File: config.mk
export PLATFORM = sky130hd
export DESIGN_NAME = periodic_tick_jitter_monitor
export DESIGN_NICKNAME = d
export VERILOG_FILES = /design/src/rtl/ptjm_pkg.sv /design/src/rtl/ptjm_div.sv /design/src/rtl/periodic_tick_jitter_monitor.sv
export SDC_FILE = /design/constraint.sdc
export NUM_CORES = 2
export LEC_CHECK = 0
export ABC_AREA = 1
export BUFFER_PORTS_ARGS = -buffer_cell sky130_fd_sc_hd__buf_2
export CORE_MARGIN = 2
export CORE_UTILIZATION = 33
export CTS_BUF_LIST = sky130_fd_sc_hd__clkbuf_4 sky130_fd_sc_hd__clkbuf_8
export CTS_CLUSTER_DIAMETER = 200
export DETAILED_ROUTE_END_ITERATION = 16
export SKIP_CTS_REPAIR_TIMING = 1
export SLEW_MARGIN = 40
export SYNTH_ARGS = -nofsm -noshare
export SYNTH_HDL_FRONTEND = slang
export SYNTH_SLANG_ARGS = --single-unit
File: constraint.sdc
create_clock -name clk -period 14.2 [get_ports clk]
set_input_delay 2.13 -clock clk [delete_from_list [all_inputs] [get_ports clk]]
set_output_delay 2.13 -clock clk [all_outputs]
set_load 0.05 [all_outputs]
File: src/rtl/ptjm_pkg.sv
// Shared types and constants for the periodic tick jitter monitor.
package ptjm_pkg;

    localparam int TIMESTAMP_BITS_DEF = 32;

    localparam int EXP_W = 44;
    localparam int SUM_W = 64;
    localparam int PER_W = 22;

    localparam logic [8:0] BPM_MIN   = 9'd20;
    localparam logic [8:0] BPM_MAX   = 9'd300;
    localparam logic [8:0] BPM_RESET = 9'd120;
    localparam logic [4:0] TPB_MIN   = 5'd1;
    localparam logic [4:0] TPB_MAX   = 5'd16;
    localparam logic [4:0] TPB_RESET = 5'd1;

    localparam logic [1:0] REG_BPM = 2'd0;
    localparam logic [1:0] REG_TPB = 2'd1;

    // 60e6 pre-aligned by 6 so that 26 quotient bits come out in the low bits
    localparam logic [31:0] PER_NUM_ALIGNED = 32'd3840000000;
    localparam logic [5:0]  PER_DIV_ITERS   = 6'd26;
    localparam logic [5:0]  AVG_DIV_ITERS   = 6'd32;

    typedef enum logic [1:0] {
        ACT_TICK  = 2'd0,
        ACT_START = 2'd1,
        ACT_STOP  = 2'd2,
        ACT_CLEAR = 2'd3
    } action_t;

    typedef enum logic [3:0] {
        S_IDLE,
        S_PER,
        S_NOW1,
        S_NOW2,
        S_DEV,
        S_ACC,
        S_DRIFT,
        S_REBASE,
        S_AVG,
        S_OUT
    } state_t;

    typedef struct packed {
        logic        start;
        logic [31:0] rem_init;
        logic [31:0] dividend;
        logic [31:0] divisor;
        logic [5:0]  iters;
    } div_req_t;

endpackage

File: src/rtl/ptjm_div.sv
// Bit-serial restoring divider, one quotient bit per cycle.
module ptjm_div
    import ptjm_pkg::*;
(
    input  logic        clk,
    input  logic        rst_n,
    input  div_req_t    req,
    output logic        busy,
    output logic        done,
    output logic [31:0] quotient
);

    logic [31:0] rem_reg;
    logic [31:0] q_reg;
    logic [31:0] divisor_reg;
    logic [5:0]  cnt_reg;
    logic        busy_reg;
    logic        done_reg;

    logic [32:0] shifted;
    logic [32:0] diff;
    logic        take;

    always_comb
    begin
        shifted = {rem_reg, q_reg[31]};
        diff    = shifted - {1'b0, divisor_reg};
        take    = shifted >= {1'b0, divisor_reg};
    end

    always_ff @(posedge clk or negedge rst_n)
    begin
        if (!rst_n)
        begin
            busy_reg <= 1'b0;
            done_reg <= 1'b0;
            cnt_reg  <= '0;
        end
        else
        begin
            done_reg <= 1'b0;
            if (req.start)
            begin
                busy_reg <= 1'b1;
                cnt_reg  <= req.iters;
            end
            else if (busy_reg)
            begin
                cnt_reg <= cnt_reg - 6'd1;
                if (cnt_reg == 6'd1)
                begin
                    busy_reg <= 1'b0;
                    done_reg <= 1'b1;
                end
            end
        end
    end

    always_ff @(posedge clk)
    begin
        if (req.start)
        begin
            rem_reg     <= req.rem_init;
            q_reg       <= req.dividend;
            divisor_reg <= req.divisor;
        end
        else if (busy_reg)
        begin
            rem_reg <= take ? diff[31:0] : shifted[31:0];
            q_reg   <= {q_reg[30:0], take};
        end
    end

    assign busy     = busy_reg;
    assign done     = done_reg;
    assign quotient = q_reg;

endmodule

File: src/rtl/periodic_tick_jitter_monitor.sv
// Top level of the periodic tick jitter monitor.
//
// One beat in gives one beat out. Stop and clear beats, starts during a run and
// ticks while stopped go straight to the output stage. A start that opens a run
// waits for the period division, a tick during a run also for the jitter steps
// and the average division (skipped when the average saturates). One shared
// bit-serial divider yields the 22-bit period from the tempo registers and then
// the 32-bit average jitter, one quotient bit per cycle. A finished result waits
// in the output register while the next beat is accepted. The period is
// recomputed for run starts and run ticks, so tempo writes take effect on the next tick.
module periodic_tick_jitter_monitor
    import ptjm_pkg::*;
#(
    parameter int TIMESTAMP_BITS = TIMESTAMP_BITS_DEF
)
(
    input  logic        clk,
    input  logic        rst_n,
    input  logic        cfg_write,
    input  logic [1:0]  cfg_index,
    input  logic [8:0]  cfg_data,
    input  logic        in_valid,
    output logic        in_stall,
    input  logic [1:0]  action,
    input  logic [31:0] timestamp_ms,
    output logic        out_valid,
    input  logic        out_stall,
    output logic        tick_valid,
    output logic [31:0] tick_index,
    output logic [31:0] time_echo_ms,
    output logic [31:0] jitter_us,
    output logic        drift_flag,
    output logic [31:0] average_jitter_us,
    output logic [31:0] peak_jitter_us,
    output logic [31:0] missed_count,
    output logic [31:0] total_count
);

    localparam int TS_USED = (TIMESTAMP_BITS < 32) ? TIMESTAMP_BITS : 32;
    localparam logic [32:0] TS_MASK_W = (33'd1 << TS_USED) - 33'd1;

    state_t state_reg;
    state_t state_next;

    logic [8:0]       bpm_reg;
    logic [4:0]       tpb_reg;
    logic             running_reg;
    logic [31:0]      tick_counter_reg;
    logic [EXP_W-1:0] exp_reg;
    logic [SUM_W-1:0] sum_reg;
    logic [31:0]      total_reg;
    logic [31:0]      peak_reg;
    logic [31:0]      missed_reg;

    action_t          act_reg;
    logic [31:0]      ts_reg;
    logic [PER_W-1:0] per_reg;
    logic [EXP_W-1:0] now_reg;
    logic [EXP_W-1:0] dev_reg;
    logic [47:0]      dev10_reg;
    logic [EXP_W:0]   gap_reg;
    logic [31:0]      jit_reg;
    logic [31:0]      idx_reg;
    logic             drift_reg;
    logic [31:0]      avg_reg;
    logic             tick_flag_reg;

    logic             out_valid_reg;
    logic             tick_valid_reg;
    logic [31:0]      tick_index_reg;
    logic [31:0]      time_echo_reg;
    logic [31:0]      jitter_reg;
    logic             drift_out_reg;
    logic [31:0]      avg_out_reg;
    logic [31:0]      peak_out_reg;
    logic [31:0]      missed_out_reg;
    logic [31:0]      total_out_reg;

    div_req_t         div_req;
    logic             div_busy;
    logic             div_done;
    logic [31:0]      div_q;

    logic             accept;
    logic             needs_per;
    logic             out_free;
    logic             out_load;
    logic             avg_sat;
    logic [13:0]      prod;
    logic [31:0]      ts_masked;
    logic [EXP_W-1:0] ts_wide;
    logic [31:0]      jit;
    logic [SUM_W:0]   sum_add;
    logic [47:0]      dev_wide;
    logic             drift;
    logic             rebase;

    ptjm_div u_div (
        .clk      (clk),
        .rst_n    (rst_n),
        .req      (div_req),
        .busy     (div_busy),
        .done     (div_done),
        .quotient (div_q)
    );

    always_comb
    begin
        prod      = 14'(bpm_reg * tpb_reg);
        ts_masked = timestamp_ms & TS_MASK_W[31:0];
        ts_wide   = {12'b0, ts_reg};
        jit       = (dev_reg[EXP_W-1:32] != '0) ? 32'hFFFF_FFFF : dev_reg[31:0];
        sum_add   = {1'b0, sum_reg} + {33'b0, jit};
        dev_wide  = {4'b0, dev_reg};
        drift     = dev10_reg > {26'b0, per_reg};
        rebase    = !gap_reg[EXP_W] && (gap_reg[EXP_W-1:0] > {21'b0, per_reg, 1'b0});
        avg_sat   = sum_reg[63:32] >= total_reg;
        needs_per = ((action_t'(action) == ACT_START) && !running_reg)
                 || ((action_t'(action) == ACT_TICK) && running_reg);
        out_free  = !out_valid_reg || !out_stall;
    end

    // next state
    always_comb
    begin
        state_next = state_reg;
        unique case (state_reg)
            S_IDLE:
            begin
                if (in_valid)
                begin
                    state_next = needs_per ? S_PER : S_OUT;
                end
            end
            S_PER:
            begin
                if (div_done)
                begin
                    state_next = (act_reg == ACT_TICK) ? S_NOW1 : S_OUT;
                end
            end
            S_NOW1:   state_next = S_NOW2;
            S_NOW2:   state_next = S_DEV;
            S_DEV:    state_next = S_ACC;
            S_ACC:    state_next = S_DRIFT;
            S_DRIFT:  state_next = S_REBASE;
            S_REBASE: state_next = avg_sat ? S_OUT : S_AVG;
            S_AVG:
            begin
                if (div_done)
                begin
                    state_next = S_OUT;
                end
            end
            S_OUT:
            begin
                if (out_free)
                begin
                    state_next = S_IDLE;
                end
            end
            default:  state_next = S_IDLE;
        endcase
    end

    // state outputs
    always_comb
    begin
        in_stall = 1'b1;
        accept   = 1'b0;
        out_load = 1'b0;
        div_req  = '0;
        unique case (state_reg)
            S_IDLE:
            begin
                in_stall = 1'b0;
                accept   = in_valid;
                if (in_valid && needs_per)
                begin
                    div_req.start    = 1'b1;
                    div_req.rem_init = '0;
                    div_req.dividend = PER_NUM_ALIGNED;
                    div_req.divisor  = {18'b0, prod};
                    div_req.iters    = PER_DIV_ITERS;
                end
            end
            S_REBASE:
            begin
                if (!avg_sat)
                begin
                    div_req.start    = 1'b1;
                    div_req.rem_init = sum_reg[63:32];
                    div_req.dividend = sum_reg[31:0];
                    div_req.divisor  = total_reg;
                    div_req.iters    = AVG_DIV_ITERS;
                end
            end
            S_OUT:
            begin
                out_load = out_free;
            end
            default:
            begin
                in_stall = 1'b1;
            end
        endcase
    end

    always_ff @(posedge clk or negedge rst_n)
    begin
        if (!rst_n)
        begin
            state_reg        <= S_IDLE;
            bpm_reg          <= BPM_RESET;
            tpb_reg          <= TPB_RESET;
            running_reg      <= 1'b0;
            tick_counter_reg <= '0;
            exp_reg          <= '0;
            sum_reg          <= '0;
            total_reg        <= '0;
            peak_reg         <= '0;
            missed_reg       <= '0;
            out_valid_reg    <= 1'b0;
        end
        else
        begin
            state_reg <= state_next;

            if (cfg_write)
            begin
                unique case (cfg_index)
                    REG_BPM:
                    begin
                        if (cfg_data < BPM_MIN)
                            bpm_reg <= BPM_MIN;
                        else if (cfg_data > BPM_MAX)
                            bpm_reg <= BPM_MAX;
                        else
                            bpm_reg <= cfg_data;
                    end
                    REG_TPB:
                    begin
                        if (cfg_data[4:0] < TPB_MIN)
                            tpb_reg <= TPB_MIN;
                        else if (cfg_data[4:0] > TPB_MAX)
                            tpb_reg <= TPB_MAX;
                        else
                            tpb_reg <= cfg_data[4:0];
                    end
                    default:
                    begin
                        bpm_reg <= bpm_reg;
                    end
                endcase
            end

            if (accept)
            begin
                case (action_t'(action))
                    ACT_STOP:
                    begin
                        running_reg <= 1'b0;
                    end
                    ACT_CLEAR:
                    begin
                        sum_reg    <= '0;
                        total_reg  <= '0;
                        peak_reg   <= '0;
                        missed_reg <= '0;
                    end
                    default:
                    begin
                        running_reg <= running_reg;
                    end
                endcase
            end

            if (state_reg == S_PER && div_done && act_reg == ACT_START)
            begin
                running_reg      <= 1'b1;
                tick_counter_reg <= '0;
                sum_reg          <= '0;
                missed_reg       <= '0;
                peak_reg         <= '0;
                exp_reg          <= {22'b0, div_q[PER_W-1:0]};
            end

            if (state_reg == S_ACC)
            begin
                sum_reg          <= sum_add[SUM_W] ? '1 : sum_add[SUM_W-1:0];
                if (total_reg != 32'hFFFF_FFFF)
                    total_reg <= total_reg + 32'd1;
                if (jit > peak_reg)
                    peak_reg <= jit;
                tick_counter_reg <= tick_counter_reg + 32'd1;
                exp_reg          <= exp_reg + {22'b0, per_reg};
            end

            if (state_reg == S_DRIFT && drift && missed_reg != 32'hFFFF_FFFF)
            begin
                missed_reg <= missed_reg + 32'd1;
            end

            if (state_reg == S_REBASE && rebase)
            begin
                exp_reg <= now_reg + {22'b0, per_reg};
            end

            if (out_load)
                out_valid_reg <= 1'b1;
            else if (!out_stall)
                out_valid_reg <= 1'b0;
        end
    end

    always_ff @(posedge clk)
    begin
        if (accept)
        begin
            act_reg       <= action_t'(action);
            ts_reg        <= ts_masked;
            tick_flag_reg <= 1'b0;
        end

        unique case (state_reg)
            S_PER:
            begin
                if (div_done)
                begin
                    per_reg       <= div_q[PER_W-1:0];
                    tick_flag_reg <= (act_reg == ACT_TICK);
                end
            end
            S_NOW1:
            begin
                now_reg <= (ts_wide << 10) - (ts_wide << 5);
            end
            S_NOW2:
            begin
                now_reg <= now_reg + (ts_wide << 3);
            end
            S_DEV:
            begin
                dev_reg <= (now_reg >= exp_reg) ? now_reg - exp_reg : exp_reg - now_reg;
            end
            S_ACC:
            begin
                jit_reg   <= jit;
                idx_reg   <= tick_counter_reg;
                dev10_reg <= (dev_wide << 3) + (dev_wide << 1);
            end
            S_DRIFT:
            begin
                drift_reg <= drift;
                gap_reg   <= {1'b0, now_reg} - {1'b0, exp_reg};
            end
            S_REBASE:
            begin
                if (avg_sat)
                    avg_reg <= 32'hFFFF_FFFF;
            end
            S_AVG:
            begin
                if (div_done)
                    avg_reg <= div_q;
            end
            default:
            begin
                per_reg <= per_reg;
            end
        endcase

        if (out_load)
        begin
            tick_valid_reg <= tick_flag_reg;
            tick_index_reg <= tick_flag_reg ? idx_reg : '0;
            time_echo_reg  <= tick_flag_reg ? ts_reg : '0;
            jitter_reg     <= tick_flag_reg ? jit_reg : '0;
            drift_out_reg  <= tick_flag_reg && drift_reg;
            avg_out_reg    <= tick_flag_reg ? avg_reg : '0;
            peak_out_reg   <= tick_flag_reg ? peak_reg : '0;
            missed_out_reg <= tick_flag_reg ? missed_reg : '0;
            total_out_reg  <= tick_flag_reg ? total_reg : '0;
        end
    end

    assign out_valid         = out_valid_reg;
    assign tick_valid        = tick_valid_reg;
    assign tick_index        = tick_index_reg;
    assign time_echo_ms      = time_echo_reg;
    assign jitter_us         = jitter_reg;
    assign drift_flag        = drift_out_reg;
    assign average_jitter_us = avg_out_reg;
    assign peak_jitter_us    = peak_out_reg;
    assign missed_count      = missed_out_reg;
    assign total_count       = total_out_reg;

    // every missed tick is also a counted tick
    assert property (@(posedge clk) disable iff (!rst_n)
        missed_reg <= total_reg)
        else $error("missed count exceeds total count");

    // the peak is one of the terms of the jitter sum
    assert property (@(posedge clk) disable iff (!rst_n)
        {32'b0, peak_reg} <= sum_reg)
        else $error("peak jitter exceeds jitter sum");

    // the shared divider is only started when free
    assert property (@(posedge clk) disable iff (!rst_n)
        div_req.start |-> !div_busy)
        else $error("divider started while busy");

    // a reported tick has been counted
    assert property (@(posedge clk) disable iff (!rst_n)
        (out_valid_reg && tick_valid_reg) |-> (total_out_reg != 32'd0))
        else $error("tick reported with zero total count");

endmodule

Word-level counts from Yosys, hierarchy flattened
Cells that the tools add are included. W data, S select, Z words.

Multipliers: 1. Add/sub/neg operators: 14. Order comparisons: 10. Mux-type cells: 68. Equality and inequality tests: 23. Reductions and logical operators: 40.

Operators by type and width (count): $mux W32 (23); $mux W64 (5); $mux W103 (2); $pmux W103 S2 (1); $mux W44 (4); $add A32 B1 Y32 const B (3); $add A44 B22 Y44 (2); $pmux W44 S2 (1); $sub A44 B44 Y44 (2); $add A64 B32 Y65 (1); $ne A32 B32 Y1 const B (2); $pmux W32 S2 (1); $add A47 B45 Y48 (1); $gt A48 B22 Y1 (1); $sub A44 B44 Y45 (1); $add A44 B35 Y44 (1); $ge A44 B44 Y1 (1); $gt A44 B23 Y1 (1); $sub A42 B37 Y43 (1); $pmux W4 S10 (1); $ge A33 B32 Y1 (1); $ge A32 B32 Y1 (1); $gt A32 B32 Y1 (1); $sub A32 B32 Y32 (1); other kinds (31) (97).

Output and inout port bits: 228. Register bits: 921. Word-level logic and storage cells: 194.

Depth between registers and ports, before layout
Depth in word-level cells: 7. Mapped depth: 23.

Cells and area by module
Synthesis repeated with hierarchy kept, for this count alone.

Cells, all modules: 9331. Area, all modules: 66941.7 µm².

By module, submodules not included: periodic_tick_jitter_monitor (instances 1, cells an instance 8336, sequential area each 23128.4 µm², area an instance 59733.5 µm²); ptjm_div (instances 1, cells an instance 995, sequential area each 3083.0 µm², area an instance 7208.2 µm²).

Least setup slack after synthesis
OpenSTA, ideal clock, no wires.

Kind: input port to flip-flop. Start: input port out_stall. End: register avg_out_reg[0], in the netlist average_jitter_us[0] (enable). Setup slack: 0.328 ns. Data arrival time: 12.985 ns. Library setup time: 0.887 ns. Data required time: 13.313 ns. Stages on the path: 1. Cells stage by stage: a21oi_1.

Word-level cells in the longest chain between the ends: 3.

RTL lines: start, declared (line periodic_tick_jitter_monitor.sv:27) `input logic out_stall,`; $logic_not A1 Y1; $logic_or A1 B1 Y1 (line periodic_tick_jitter_monitor.sv:120) `out_free = !out_valid_reg || !out_stall;`; $mux W1 (line periodic_tick_jitter_monitor.sv:173) `unique case (state_reg)`; end signal, assigned (line periodic_tick_jitter_monitor.sv:380) `avg_out_reg <= tick_flag_reg ? avg_reg : '0;`; end, declared (line periodic_tick_jitter_monitor.sv:74) `logic [31:0] avg_out_reg;`.

Every way passes these cells. A chain may end at the register's enable or synchronous reset.

Worst setup path in the final report
Start: register dev_reg[32]. End: register sum_reg[16].

Word-level cells in the longest chain between the ends: 5.

RTL lines: start, declared (line periodic_tick_jitter_monitor.sv:59) `logic [EXP_W-1:0] dev_reg;`; start signal, assigned (line periodic_tick_jitter_monitor.sv:344) `dev_reg <= (now_reg >= exp_reg) ? now_reg - exp_reg : exp_reg - now_reg;`; $reduce_bool A12 Y1 (line periodic_tick_jitter_monitor.sv:112) `jit = (dev_reg[EXP_W-1:32] != '0) ? 32'hFFFF_FFFF : dev_reg[31:0];`; $mux W32 (line periodic_tick_jitter_monitor.sv:112); net jit[30] (line periodic_tick_jitter_monitor.sv:92) `logic [31:0] jit;`; $add A64 B32 Y65 (line periodic_tick_jitter_monitor.sv:113) `sum_add = {1'b0, sum_reg} + {33'b0, jit};`; $mux W64 (line periodic_tick_jitter_monitor.sv:290) `sum_reg <= sum_add[SUM_W] ? '1 : sum_add[SUM_W-1:0];`; $mux W64 (line periodic_tick_jitter_monitor.sv:288) `if (state_reg == S_ACC)`; end signal, assigned (line periodic_tick_jitter_monitor.sv:290); end, declared (line periodic_tick_jitter_monitor.sv:50) `logic [SUM_W-1:0] sum_reg;`.

The timed path passes the listed nets, and every way through them passes these cells.

==> impl_metrics.toml <==
[power_and_ir_drop]
p_per_area_mw_per_mm2 = 186.0
p_total_mw = 13.78
ir_drop_uv = 108.6
power.leakage_nw = 36.08

[logic_synthesis]
synthMuxAreaShare_pct = 0.1062
synth_cell_types = 65
ys_seq_area_share_pct = 39.72
syn_inst = 9111
ys_ff_latch = 917
syn_avg_cell_area_sq_um = 7.242
synth-simple-area-share_pct = 30.88
synth_top_family_by_area = "simple AND/OR/NAND/NOR gates"
synth.top_cell.area_share_pct = 29.67
synth_top_area_cell = "edfxtp_1"
synthAdderAreaFrac_pct = 8.851
synth_enable_flop_cells = 652
synth_flop_cell = "edfxtp_1"
ys_warn_count = 0
async_reset_ff_share_pct = 28.79
yosys-top-cells-area = "edfxtp_1 (30%), nand2_1 (17%), dfrtp_1 (9.8%), ha_1 (8.0%), inv_1 (8.0%)"
synth_compound_area_share_pct = 8.250
synth-xor-area-share_pct = 2.761
synth_nets = 9611
netlist_area_sq_mm = 0.06598

[cells_and_area]
final_cell_area_sq_mm = 0.07410
fillCellCount = 20990
fin_nets = 9917
regArea_sq_mm = 0.02622
largest_register_ffs = 64
fin_util_pct = 37.19
area_delta_synth_final_pct = 12.31
drive_gt1_share_pct = 8.000
multiInputGateArea_sq_mm = 0.03364

[timing]
setup_violations = 0
worst_pin_slew_ns = 0.9185
fin_crit_ns = 4.809
rsz0062_at_grt = "false"
max_freq_mhz = 208.0
slew_headroom_pct = 38.12
maxSlewViolCount = 0
tns_ns = 0
finalHoldViolCount = 0
finClkSkew_ns = 0.07717
setup_ws_ns = 9.391
min_period_over_period_pct = 33.86

[die]
start_util_pct = 33.12
num_rows = 164
die_h_um = 451.2
die_x_um = 451.2
io_pins = 278
fp.dieArea_sq_mm = 0.2035
core_sq_mm = 0.1992

[outcome]
status = "complete, no violations"

[grt]
grt_pass1_vias = 59680
antenna_found_initial = 11
grt_first_pass_wirelength_mm = 375.8
grt_overflow_total = 0
gr-usage-all-layers_pct = 24.27
grt_max_degree = 129

[route]
viasPerCell = 5.117
num_vias = 62590
drt_iter0_drc = 6224
drtPass1Iterations = 10
ant_nets = 0
drc_errors = 0
wl_per_cell_um = 20.68
wl_mm = 253.0

[placement]
place_area_sq_mm = 0.07037
dp_slack_ns = 8.836
io_buffers = 277
dp_hpwl_mm = 204.1
finalWeightedCongestion = 0.9706

[critical_path]
rrSetupSlack_ns = 9.39
path_max_fanout = 31
start_kind = "register"
worstPathArrival_ns = 5.68
setup.worst_path.class = "reg2reg"
worstPathRequired_ns = 15.07
cp-end-kind = "register"

[clock_tree]
cts_buffers = 169
clk_pin_slew_ns = 0.06
cts_root_buf = "clkbuf_8"
cts_sinks = 917
clkLatencyLatePin_ns = 0.99
cts_tree = "done"
clock_path_buffers = 3
h-tree-depth = 4

[worst_hold_path]
hold_path_class = "reg2reg"

[run]
drv_cap = 0
-- logic make-up (layout without fill, tap and decap cells) --
family	after synthesis	in the layout
muxes	7	7
DFF	917	917
adders and majority gates	450	450
xor gates and xnor gates	208	208
and+or+nand+nor	4901	4901
other	0	12
buffers and inverters	1613	2065
AOI/OAI and AO/OA	1015	1015
-- worst max-delay path, cell delays in order, from the launching register on --
cell and delay [ns]:
edfxtp_1 0.42, nor4_1 0.47, nand2_2 0.47, or2_2 0.52, ha_1 0.39, nand2_1 0.15, inv_1 0.08, nand2_1 0.13
o21ai_0 0.39, a21oi_1 0.11, nand2_1 0.14, nand3_1 0.61, inv_2 0.57, o21ai_0 0.15, nand2_1 0.09
-- final cells by class --
type,count,share of cell area (%)
timing repair buffer,321,2.561
inverter,1427,7.238
tap,2656,4.484
clock inverter,87,1.016
sequential,917,35.38
antenna,12,0.04052
clock buffer,230,3.892
multi-input combinational,6581,45.39
-- Yosys cell counts (all sizes together) (2+ instances only) --
library cell,number
a211oi,2
a21boi,10
a21o,20
a21oi,471
a22oi,3
a31oi,17
and2,23
and3,3
buf,87
clkbuf,99
dfrtp,259
dfstp,5
edfxtp,652
fa,28
ha,422
inv,1426
mux2i,7
nand2,2993
nand2b,2
nand3,681
nand3b,21
nand4,153
nor2,800
nor3,134
nor3b,3
nor4,26
o211ai,6
o21a,18
o21ai,391
o21bai,33
o22ai,23
o31ai,12
o32ai,4
or2,61
xnor2,52
xor2,156
-- stage by stage --
step	hold WS (ns)	instances
4_1_cts	0.4408	12220
6_report	0.4530	12230
3_3_place_gp	0.4326	11890
5_1_grt	0.4633	12230
2_1_floorplan	0.4064	9111
3_5_place_dp	0.4425	11900
-- per-layer routing --
layer | share of wire (%) | track usage [%] | routed length (um) | vias up
li1 | - | - | - | 30100
met1 | 44 | 33.12 | 112400 | 29680
met2 | 45 | 38.66 | 113200 | 2375
met3 | 6.7 | 3.624 | 16940 | 440
met4 | 4.1 | 9.250 | 10410 | 2
met5 | 0.0040 | 0 | 10 | -
-- cell usage in the layout, fill, tap and decap left out, types with 185 or more instances in the layout --
master / n
a21oi_1: 466
buf_2: 276
clkbuf_8: 185
dfrtp_1: 259
edfxtp_1: 652
ha_1: 422
inv_1: 1398
nand2_1: 2976
nand3_1: 680
nor2_1: 772
o21ai_0: 354
-- path summary, 6_finish.rpt --
check,startpoint,endpoint,cells past startpoint
min,u_div.quotient[7]$_DFFE_PP_,per_reg[7]$_DFFE_PP_,0
max in group asynchronous,rst_n,tick_counter_reg[22]$_DFFE_PN0P_,3
max reg2reg,dev_reg[32]$_DFFE_PP_,sum_reg[16]$_DFFE_PN0P_,14
max,dev_reg[32]$_DFFE_PP_,sum_reg[16]$_DFFE_PN0P_,14
min reg2reg,u_div.quotient[7]$_DFFE_PP_,per_reg[7]$_DFFE_PP_,0
min in group asynchronous,rst_n,sum_reg[61]$_DFFE_PN0P_,1
-- where the power goes --
group | total (mW) | internal [mW] | switching [mW]
registers | 4.39 | 3.72 | 0.673
logic | 6.62 | 1.84 | 4.78
clock network | 2.78 | 1.49 | 1.28
Power figures use the tool's default switching activity.
